## src/mdpr_pkg.sv

```systemverilog
// Shared types and constants for the minimum dot product rearrangement unit.
package mdpr_pkg;

  localparam int DATA_W      = 16;
  localparam int SUM_W       = 38;
  localparam int PROD_W      = 2 * DATA_W;
  localparam int MAX_LEN_DEF = 64;

  // Controller phases: load pairs into the chain, then walk it to sum.
  typedef enum logic {
    ST_LOAD,
    ST_SUM
  } state_t;

  // What one cell shows its neighbours.
  typedef struct packed {
    logic              valid;
    logic              a_gt;   // held first-list value sorts after the new one
    logic              b_lt;   // held second-list value sorts after the new one
    logic [DATA_W-1:0] a;
    logic [DATA_W-1:0] b;
  } link_t;

  // Chain-wide commands from the controller.
  typedef struct packed {
    logic insert;
    logic shift;
  } cell_ctl_t;

endpackage

```

## src/mdpr_cell.sv

```systemverilog
// One sorting cell: holds one first-list value (ascending) and one second-list value (descending).
module mdpr_cell (
  input  logic                               clk,
  input  logic                               rst,
  input  mdpr_pkg::cell_ctl_t                ctl,
  input  logic [mdpr_pkg::DATA_W-1:0]        a_new,
  input  logic [mdpr_pkg::DATA_W-1:0]        b_new,
  input  mdpr_pkg::link_t                    prev,
  input  mdpr_pkg::link_t                    next,
  output mdpr_pkg::link_t                    self
);

  logic                        valid;
  logic [mdpr_pkg::DATA_W-1:0] a;
  logic [mdpr_pkg::DATA_W-1:0] b;
  logic                        a_gt;
  logic                        b_lt;

  // Compare the incoming pair against the held pair; an empty cell always yields
  assign a_gt = !valid || (a > a_new);
  assign b_lt = !valid || (b < b_new);

  assign self.valid = valid;
  assign self.a_gt  = a_gt;
  assign self.b_lt  = b_lt;
  assign self.a     = a;
  assign self.b     = b;

  // Hold the valid flag: fill from the front on insert, drain toward the front on shift
  always_ff @(posedge clk) begin
    if (rst) begin
      valid <= 1'b0;
    end else if (ctl.shift) begin
      valid <= next.valid;
    end else if (ctl.insert) begin
      valid <= valid | prev.valid;
    end
  end

  // Advance the values: take the new word at the insertion point, otherwise shuffle up
  always_ff @(posedge clk) begin
    if (ctl.shift) begin
      a <= next.a;
      b <= next.b;
    end else if (ctl.insert) begin
      if (a_gt && !prev.a_gt) begin
        a <= a_new;
      end else if (a_gt) begin
        a <= prev.a;
      end
      if (b_lt && !prev.b_lt) begin
        b <= b_new;
      end else if (b_lt) begin
        b <= prev.b;
      end
    end
  end

endmodule

```

## config.mk

```make
export PLATFORM = sky130hd
export DESIGN_NAME = mdpr_cell
export DESIGN_NICKNAME = d
export VERILOG_FILES = /design/src/mdpr_pkg.sv /design/src/mdpr_cell.sv
export SDC_FILE = /design/constraint.sdc
export NUM_CORES = 1
export LEC_CHECK = 0
export BUFFER_PORTS_ARGS = -buffer_cell sky130_fd_sc_hd__clkbuf_2
export CAP_MARGIN = 10
export CELL_PAD_IN_SITES_DETAIL_PLACEMENT = 1
export CELL_PAD_IN_SITES_GLOBAL_PLACEMENT = 2
export CORE_ASPECT_RATIO = 0.8
export CORE_MARGIN = 8
export CORE_UTILIZATION = 27
export DETAILED_ROUTE_END_ITERATION = 7
export GPL_ROUTABILITY_DRIVEN = 0
export HOLD_SLACK_MARGIN = 0.03
export PLACE_DENSITY_LB_ADDON = 0.1
export SETUP_SLACK_MARGIN = 0.5
export SLEW_MARGIN = 30
export SYNTH_ARGS = -nofsm -noshare
export SYNTH_HDL_FRONTEND = slang
export SYNTH_SLANG_ARGS = --single-unit
```

## constraint.sdc

```tcl
create_clock -name clk -period 3.8 [get_ports clk]
set_clock_uncertainty 0.05 [all_clocks]
set_input_delay 0.38 -clock clk [delete_from_list [all_inputs] [get_ports clk]]
set_output_delay 0.38 -clock clk [all_outputs]
set_load 0.1 [all_outputs]
```

==> results.json, run 1 <==
{
  "yosysSeqAreaShare_pct": 36.28,
  "drv_cap": 0,
  "synth_common_cells": "mux2_2 (54), inv_1 (33), edfxtp_1 (32)",
  "crit_buf_inv": 1,
  "synth_edf_count": 32,
  "critPathMaxStageDelay_ns": 0.43,
  "drtIter0Drc": 50,
  "place_ws_ns": 0.4686,
  "netlist-cell-type-count": 35,
  "p_leak_nw": 1.835,
  "port_buffers": 138,
  "setup_viol": 0,
  "min_path_type": "input port to register",
  "cp_slowest_cell": "edfxtp_1",
  "vias_per_cell": 4.451,
  "wl_mm": 8.454,
  "fin_crit_sh_pct": 80.27,
  "path_delay_family": "multiplexers",
  "gr-total-overflow": 0,
  "cp_num_cells": 8,
  "die_h_um": 105.5,
  "nets": 506,
  "slew_headroom_pct": 47.49,
  "reg2reg_depth": 8,
  "hold_end": "valid",
  "r2r_end": "a[3]",
  "timing.final.ws_setup_ns": 0.7497,
  "ir_drop_v": 0.0001554,
  "dp_hpwl_mm": 7.002,
  "yosys.cell_count.top_type": "mux2_2",
  "synth_warnings": 0,
  "required_ns": 3.77,
  "antenna_cells": 0,
  "avgSynthCellArea_sq_um": 11.76,
  "area_growth_pct": 38.04,
  "cp-end-kind": "register",
  "postSynth.topFlopCell": "edfxtp_1",
  "hold_depth": 2,
  "cts_tree": "built",
  "cts-root-buf": "clkbuf_16",
  "criticalPathCategory": "register to register",
  "syn_area_sq_um": 2704,
  "cts_setup_buffers": 0,
  "synth_top_area_cell": "edfxtp_1",
  "layout-drive-gt1-share_pct": 59.73,
  "outcome": "complete, no violations",
  "rows": 32,
  "ys_ff_latch": 33,
  "min-delay-start": "rst",
  "final-hold-violation-count": 0,
  "fmax_mhz": 327.8,
  "clock_path_buffers": 2,
  "grt_pass1_wl_mm": 13.59,
  "clock_latency_ns": 0.28,
  "routedWlPerCell_um": 16.71,
  "rsz0062_at_grt": "false",
  "core-area_sq_um": 9689,
  "clkTransAtPathRegs_ns": 0.06,
  "die_area_sq_um": 13490,
  "grt_start_max_net_pins": 22,
  "num_io_pins": 141,
  "cts_num_sinks": 33,
  "numCtsBuffers": 5,
  "initial_core_util_pct": 27.91,
  "path_max_fanout": 16,
  "htree_num_levels": 2,
  "via_count": 2252,
  "path_common_cell": "mux2_2",
  "timing.rr.start": "a[15]",
  "drt.antenna.violating_nets": 0,
  "startpoint_type": "register",
  "synthesis.instances": 230,
  "antenna_found_initial": 0,
  "r2r_slack_ns": 0.75,
  "synth_area_leaders": "edfxtp_1 (36%), mux2_2 (22%), ha_1 (14%)",
  "maxSlewViolCount": 0,
  "cp_data_arrival_time_ns": 3.02,
  "cp_cell_sequence": "ha_4, nand4_2, nor4_2, a21boi_0, o31a_1, buf_4, mux2_2, mux2_2",
  "yosys.area.top_type_share_pct": 35.54,
  "grt_usage_pct": 12.69,
  "power.density_nw_per_um2": 407.1,
  "dr.pass1.iters": 4,
  "tightest_slew_ns": 0.7876,
  "syn_nets": 367,
  "dieWidth_um": 127.9,
  "drc": 0,
  "first_global_vias": 2578,
  "period_needed_ns": 3.050,
  "finalSetupTns_ns": 0,
  "async_flop_share_pct": 0
}
## through the flow
stage	power [mW]	util, %	cells	hold slack, ns	area, sq um
final	1.519	38.52	506	0.2142	3732
after global routing	1.607	38.52	506	0.2303	3732
after CTS	1.546	38.30	505	0.2085	3711
after detailed placement	1.116	36.76	497	0.5017	3562
after global placement	1.109	36.76	497	0.4918	3562
after floorplan	0.9708	-	230	0.4024	2759
## routing by layer
layer  routed length (um)  GRT usage, %  part of all wire (%)
met5                    0             0                     0
met4                   29         2.286                  0.34
met3                  841         5.086                   9.9
met2                 3614         19.15                    43
met1                 3969         16.82                    47
## layout by cell type, fill, tap and decap left out, types with 2 or more instances in the layout
| cell | Yosys | final |
|---|---|---|
| a21oi_1 | 11 | 11 |
| nor2_1 | 3 | 3 |
| a2111oi_0 | 3 | 3 |
| o211ai_1 | 3 | 3 |
| nand2_1 | 7 | 7 |
| a21o_1 | 6 | 6 |
| edfxtp_1 | 32 | 32 |
| nand4_1 | 2 | 2 |
| o21ai_0 | 4 | 3 |
| ha_4 | 0 | 3 |
| ha_1 | 31 | 28 |
| clkbuf_1 | 4 | 2 |
| mux2_4 | 10 | 10 |
| and2_1 | 2 | 2 |
| o21a_1 | 2 | 2 |
| inv_1 | 33 | 33 |
| clkbuf_16 | 0 | 5 |
| mux2_2 | 54 | 54 |
| buf_4 | 3 | 3 |
| clkbuf_2 | 0 | 137 |
## state kept, by name, indices dropped and copies added, names as in the netlist
| name | count |
|---|---|
| valid | 1 |
| b | 16 |
| a | 16 |
## where the power goes
part	switching [mW]	internal (mW)	total [mW]	leakage, nW
clock network	0.153	0.262	0.414	0.0712
logic	0.439	0.192	0.631	1.43
registers	0.0248	0.449	0.474	0.333
total	0.616	0.903	1.52	1.83
## cells by family after synthesis
logic type	after synthesis	synth area share (%)
multiplexers	64	28.04
buffers and inverters	43	7.543
AO/OA/AOI/OAI	35	8.792
flip-flops	33	36.28
adder cells (fa/ha/maj)	31	14.35
AND/OR/NAND/NOR	24	4.998
## timing repair
action / 4_1_cts / 5_1_grt
endpoints found under the hold margin: 0 / 0
endpoints found under the setup margin: 1 / 11
resized for setup: 1 / 1
hold buffers: 0 / 0
## cell type report
class | count | area [sq um]
sequential | 33 | 980.9
clock buffer | 8 | 146.4
multi-input combinational | 154 | 1580
tap | 136 | 170.2
fill | 1162 | 5957
timing repair buffer | 142 | 730.7
inverter | 33 | 123.9
## worst max path at each step
stage | startpoint | slack (ns) | endpoint
after floorplan | a[11] | 0.48 | a[10]
after global placement | b_new[1] | 0.54 | b[14]
after detailed placement | b_new[1] | 0.47 | b[6]
after CTS | b[1] | 0.56 | b[6]
after global routing | a[14] | 0.53 | self[33]
final | a[15] | 0.75 | a[3]
Power figures use the tool's default switching activity.
==> run 2, diff against run 1 <==
--- a/config.mk
+++ b/config.mk
@@ -5,13 +5,14 @@
 export SDC_FILE = /design/constraint.sdc
 export NUM_CORES = 1
 export LEC_CHECK = 0
+export ABC_AREA = 1
 export BUFFER_PORTS_ARGS = -buffer_cell sky130_fd_sc_hd__clkbuf_2
 export CAP_MARGIN = 10
 export CELL_PAD_IN_SITES_DETAIL_PLACEMENT = 1
 export CELL_PAD_IN_SITES_GLOBAL_PLACEMENT = 2
 export CORE_ASPECT_RATIO = 0.8
 export CORE_MARGIN = 8
-export CORE_UTILIZATION = 27
+export CORE_UTILIZATION = 24
 export DETAILED_ROUTE_END_ITERATION = 7
 export GPL_ROUTABILITY_DRIVEN = 0
 export HOLD_SLACK_MARGIN = 0.03
==> constraint.sdc (replaced) <==
create_clock -name clk -period 2.95 [get_ports clk]
set_clock_uncertainty 0.05 [all_clocks]
set_input_delay 0.295 -clock clk [delete_from_list [all_inputs] [get_ports clk]]
set_output_delay 0.295 -clock clk [all_outputs]
set_load 0.1 [all_outputs]
==> run 2 against run 1 <==
Design area increased by 5.1%. Critical path depth did not move. Die area is 15% higher. Sequential power is 30% higher. Count of clock-buffer cells in the layout is 1 lower. Via count increased by 29%. Register-to-register slack got worse by 0.11 ns. Flip-flop and latch count stayed put. Utilization shrank 4.3 points. Sequential share of layout area decreased by 1.3 points. First-iteration DRC count is 68% higher. Total power is 36% higher.
==> results.json, run 2 <==
{
  "via_count": 2915,
  "mostFrequentLayoutCell": "clkbuf_2",
  "clock_latency_ns": 0.28,
  "clock_path_buffers": 2,
  "seqPwrFrac_pct": 29.8,
  "postSynth.topFlopCell": "edfxtp_1",
  "required_ns": 2.61,
  "post_dp_cell_area_sq_um": 3690,
  "dieWidth_um": 137.1,
  "cp_data_arrival_time_ns": 2.03,
  "final_cell_mix": "clkbuf_2 (136), nand2_1 (128), inv_1 (75), nand3_1 (67), edfxtp_1 (32)",
  "cp-end-kind": "output pin",
  "dr.pass1.iters": 4,
  "antenna_cells": 0,
  "p_int_mw": 1.160,
  "initial_core_util_pct": 24.53,
  "min-delay-start": "rst",
  "maxSlewViolCount": 0,
  "drt.antenna.violating_nets": 0,
  "yosys.cell_count.top_type": "nand2_1",
  "yosys.area.top_type_share_pct": 34.15,
  "grt_pass1_wl_mm": 16.10,
  "syn_nets": 532,
  "rows": 35,
  "setup_viol": 0,
  "clkTransAtPathRegs_ns": 0.06,
  "yosysSeqAreaShare_pct": 34.86,
  "layout-drive-gt1-share_pct": 31.64,
  "die_h_um": 112.9,
  "routedWlPerCell_um": 15.29,
  "netlist-cell-type-count": 22,
  "num_io_pins": 141,
  "reg2reg_depth": 11,
  "hold_ws_ns": 0.1293,
  "p_leak_nw": 2.275,
  "min_path_type": "input port to register",
  "r2r_end": "a[11]",
  "synth_top_area_cell": "edfxtp_1",
  "final_area_sq_um": 3923,
  "cts-root-buf": "clkbuf_16",
  "gr-total-overflow": 0,
  "clkPwrFrac_pct": 27.5,
  "criticalPathCategory": "register to output pin",
  "startpoint_type": "register",
  "synth_edf_count": 32,
  "p_switching_uw": 912.3,
  "outcome": "complete, no violations",
  "drv_cap": 0,
  "tightest_slew_ns": 0.7431,
  "synth_area_leaders": "edfxtp_1 (34%), nand2_1 (18%), ha_1 (14%)",
  "synth_common_cells": "nand2_1 (133), inv_1 (75), nand3_1 (67)",
  "vias_per_cell": 4.293,
  "core-area_sq_um": 11470,
  "synthesis.instances": 395,
  "cts_num_sinks": 33,
  "final_util_pct": 34.19,
  "drtIter0Drc": 84,
  "power.density_nw_per_um2": 528.3,
  "period_needed_ns": 2.379,
  "grt_usage_pct": 13.22,
  "avgSynthCellArea_sq_um": 7.124,
  "synth_warnings": 0,
  "finalSetupTns_ns": 0,
  "dp_hpwl_mm": 8.026,
  "p_sw_share_pct": 44.03,
  "timing.rr.start": "a[15]",
  "drc": 0,
  "port_buffers": 138,
  "slew_headroom_pct": 50.15,
  "area_growth_pct": 39.40,
  "numCtsBuffers": 5,
  "hold_depth": 2,
  "final-hold-violation-count": 0,
  "ir_drop_v": 0.0001816,
  "hold_end": "valid",
  "first_global_vias": 3098,
  "rsz0062_at_grt": "true",
  "fin_crit_sh_pct": 80.63,
  "wl_mm": 10.38,
  "async_flop_share_pct": 0,
  "fmax_mhz": 420.4,
  "grt_start_max_net_pins": 34,
  "htree_num_levels": 2,
  "r2r_slack_ns": 0.64,
  "antenna_found_initial": 0,
  "pwr-share-comb_pct": 42.7,
  "nets": 667,
  "syn_area_sq_um": 2814,
  "cts_tree": "built",
  "die_area_sq_um": 15470,
  "ys_ff_latch": 33,
  "path_max_fanout": 19,
  "largestRegisters": "a: 16 flops, b: 16 flops, valid: 1 flops"
}
-- run 2: cell count changes after synthesis, moves of 3 or more --
cell,previous run,this run
clkinv_1,0,3
nand2_4,0,4
o211ai_1,3,0
a2111oi_0,3,0
inv_1,33,75
mux2_2,54,0
nand2_1,7,133
mux2_4,10,0
buf_2,0,3
a21o_1,6,1
nand3_1,1,67
nor2_1,3,8
-- run 2: cell type report --
type / count / area, sq um
Tap cell: 148 / 185.2
Timing Repair Buffer: 144 / 770.7
Sequential cell: 33 / 980.9
Clock buffer: 7 / 152.6
Clock inverter: 1 / 5.005
Fill cell: 1474 / 7551
Inverter: 78 / 292.8
Multi-Input combinational cell: 268 / 1535
-- run 2: what timing repair did --
item / CTS / global route
endpoints found under the setup margin: 2 / 19
endpoints found under the hold margin: 0 / 0
hold buffers: 0 / 0
gates resized for setup: 6 / 3
buffers inserted: 0 / 3
-- run 2: metal layers --
metal	up-vias	wire (um)	global-route usage (%)
met1	1306	5012	17.61
li1	1524	-	-
met3	4	710	3.942
met5	-	0	0
met2	81	4593	20.65
met4	0	63	2.601
-- run 2: critical path, stage by stage, from the launching register on --
cell       delay (ns)
edfxtp_1         0.44
ha_4             0.24
a21oi_1          0.15
o21ai_0          0.10
a21oi_1          0.20
nand2_1          0.10
nand2_2          0.12
nand2_8          0.14
clkbuf_16        0.26
-- run 2: per-stage QoR --
| step | power (mW) | setup slack, ns | std cells |
|---|---|---|---|
| CTS | 2.093 | 0.4833 | 676 |
| global route | 2.183 | 0.4451 | 679 |
| finish | 2.072 | 0.5714 | 679 |
| global placement | 1.495 | 0.5545 | 668 |
| detailed placement | 1.503 | 0.5408 | 668 |
| floorplan | 1.303 | 0.3984 | 395 |
-- run 2: worst max-delay path by stage --
| stage | start | endpoint | slack [ns] | cells after the start |
|---|---|---|---|---|
| after global placement | b_new[5] | self[32] | 0.55 | 11 |
| after global routing | a[9] | a[12] | 0.45 | 13 |
| after CTS | a[15] | self[33] | 0.48 | 8 |
| final | a[15] | self[33] | 0.57 | 8 |
| after floorplan | b[5] | b[0] | 0.40 | 11 |
| after detailed placement | a_new[13] | self[33] | 0.54 | 10 |
-- run 2: logic make-up after synthesis --
family                   count (synthesis)  share of synthesized area [%]
AND/OR/NAND/NOR                        219                          34.10
adder cells (fa/ha/maj)                 31                          13.78
flip-flops                              33                          34.86
buffers and inverters                   94                          13.87
AO/OA/AOI/OAI                           18                          3.379
-- run 2: power groups by stage --
stage	sequential [mW]	combinational [mW]	clock, mW
floorplan	0.980	0.323	0
global placement	0.625	0.870	0
finish	0.617	0.884	0.571
detailed placement	0.626	0.877	0
global route	0.624	0.961	0.597
CTS	0.618	0.890	0.585
==> run 3, diff against run 2 <==
--- a/config.mk
+++ b/config.mk
@@ -5,7 +5,7 @@
 export SDC_FILE = /design/constraint.sdc
 export NUM_CORES = 1
 export LEC_CHECK = 0
-export ABC_AREA = 1
+export ABC_AREA = 0
 export BUFFER_PORTS_ARGS = -buffer_cell sky130_fd_sc_hd__clkbuf_2
 export CAP_MARGIN = 10
 export CELL_PAD_IN_SITES_DETAIL_PLACEMENT = 1
==> constraint.sdc (replaced) <==
create_clock -name clk -period 2 [get_ports clk]
set_clock_uncertainty 0.05 [all_clocks]
set_input_delay 0.2 -clock clk [delete_from_list [all_inputs] [get_ports clk]]
set_output_delay 0.2 -clock clk [all_outputs]
set_load 0.1 [all_outputs]
==> run 3 against run 2 <==
The run now ends with setup timing left. Combinational power is 83% higher. Critical path type is now register to register. Critical endpoint is now a[2]. Setup slack worse by 1.5 ns. Global-route usage is 0.42 points higher.
==> results.json, run 3 (synthesized netlist as in run 1, its figures left out) <==
{
  "outcome": "finished with violations",
  "violations": "setup timing",
  "die_area_sq_um": 14940,
  "tightest_slew_ns": 0.5659,
  "port_buffers": 138,
  "cts_num_sinks": 33,
  "initial_core_util_pct": 24.73,
  "fin_crit_sh_pct": 144.3,
  "final-hold-violation-count": 0,
  "drc": 0,
  "routedWlPerCell_um": 17.83,
  "holdBufCountCts": 0,
  "timing.final.ws_setup_ns": -0.8866,
  "slew_headroom_pct": 62.43,
  "cp_data_arrival_time_ns": 2.87,
  "dieWidth_um": 134.7,
  "antenna_cells": 0,
  "clkTransAtPathRegs_ns": 0.06,
  "nets": 569,
  "final_cell_mix": "clkbuf_2 (127), buf_4 (56), mux2_4 (43), inv_1 (33), edfxtp_1 (32)",
  "setup_viol": 66,
  "vias_per_cell": 4.419,
  "clkPwrFrac_pct": 23.4,
  "path_max_fanout": 8,
  "mostFrequentLayoutCell": "clkbuf_2",
  "path_common_cell": "mux2_2",
  "cts-root-buf": "clkbuf_16",
  "cts_tree": "built",
  "num_io_pins": 141,
  "dp_hpwl_mm": 7.627,
  "drv_cap": 0,
  "seqPwrFrac_pct": 27.4,
  "via_count": 2550,
  "layout-drive-gt1-share_pct": 71.82,
  "final_util_pct": 43.59,
  "wl_mm": 10.29,
  "rsz0062_at_grt": "true",
  "grt_pass1_wl_mm": 16.05,
  "post_dp_cell_area_sq_um": 4105,
  "area_growth_pct": 76.26,
  "hold_ws_ns": 0.04057,
  "rows": 34,
  "clock_latency_ns": 0.28,
  "timing.rr.start": "a[5]",
  "largestRegisters": "a: 16 flops, b: 16 flops, valid: 1 flops",
  "first_global_vias": 2987,
  "drt.antenna.violating_nets": 0,
  "dr.pass1.iters": 4,
  "required_ns": 1.98,
  "numCtsBuffers": 5,
  "p_switching_mw": 1.326,
  "startpoint_type": "register",
  "grt_usage_pct": 13.64,
  "final_area_sq_um": 4766,
  "grt_start_max_net_pins": 38,
  "pwr-share-comb_pct": 49.2,
  "p_int_mw": 1.971,
  "critPathMaxStageDelay_ns": 0.43,
  "power.total_mw": 3.297,
  "antenna_found_initial": 1,
  "power.density_nw_per_um2": 691.8,
  "drtIter0Drc": 82,
  "p_leak_nw": 2.379,
  "min-delay-start": "rst",
  "htree_num_levels": 2,
  "crit_start": "a[5]",
  "cp-end-kind": "register",
  "maxSlewViolCount": 0,
  "p_sw_share_pct": 40.22,
  "place_ws_ns": -1.021,
  "crit_buf_inv": 2,
  "clock_path_buffers": 2,
  "core-area_sq_um": 10930,
  "cp_slowest_cell": "edfxtp_1",
  "path_delay_family": "compound AO/OA/AOI/OAI gates",
  "fmax_mhz": 346.4,
  "gr-total-overflow": 0,
  "ir_drop_v": 0.0003051,
  "die_h_um": 110.9,
  "min_path_type": "input port to register",
  "cp_cell_sequence": "ha_4, a21o_1, nand3_2, a2111oi_4, buf_4, o31a_1, buf_12, mux2_2, mux2_2",
  "period_needed_ns": 2.887,
  "criticalPathCategory": "register to register"
}
==> run 3: cell count changes in the layout (fill, tap and decap cells not counted), moves of 9 or more <==
cell,delta
buf_4,+50
clkbuf_2,-9
inv_1,-42
mux2_2,+21
mux2_4,+43
nand2_1,-126
nand3_1,-67
==> run 3: power groups by stage <==
stage	Combinational (mW)	Sequential (mW)	Clock [mW]
after floorplan	0.466	1.42	0
after global placement	1.39	0.910	0
final	1.62	0.904	0.772
after detailed placement	1.40	0.913	0
after global routing	1.72	0.915	0.822
after CTS	1.58	0.904	0.801
==> run 3: final cells by class <==
type | count | area (sq um)
well taps | 144 | 180.2
flip-flops and latches | 33 | 980.9
clock buffers | 8 | 136.4
repair buffers | 204 | 1379
fillers | 1225 | 6167
inverters | 33 | 123.9
multi-input cells | 155 | 1966
==> run 3: final timing paths <==
path	end	slack [ns]	cells past startpoint
max	a[2]	-0.89	9
min	valid	0.04	2
max reg2reg	a[2]	-0.89	9
min reg2reg	valid	0.79	5
==> run 3: metal layers <==
layer | up-vias | part of all wire, % | wire length, um | track usage [%]
met3 | 10 | 8.4 | 868 | 5.752
li1 | 1259 | - | - | -
met4 | 2 | 0.87 | 89 | 2.913
met5 | - | 0.12 | 12 | 0
met1 | 1201 | 45 | 4647 | 16.86
met2 | 78 | 45 | 4669 | 21.49
==> run 3: repair_timing <==
action	in CTS	in global routing
setup buffers	8	3
pin swaps	15	8
endpoints found under the setup margin	69	68
gates resized for setup	57	17
gates cloned	3	1
==> run 3: metrics by stage <==
stage / cells / TNS, ns
2_1_floorplan: 230 / -67.25
3_3_place_gp: 554 / -39.52
3_5_place_dp: 554 / -45.92
4_1_cts: 573 / -39.37
5_1_grt: 577 / -49.76
6_report: 577 / -44.29
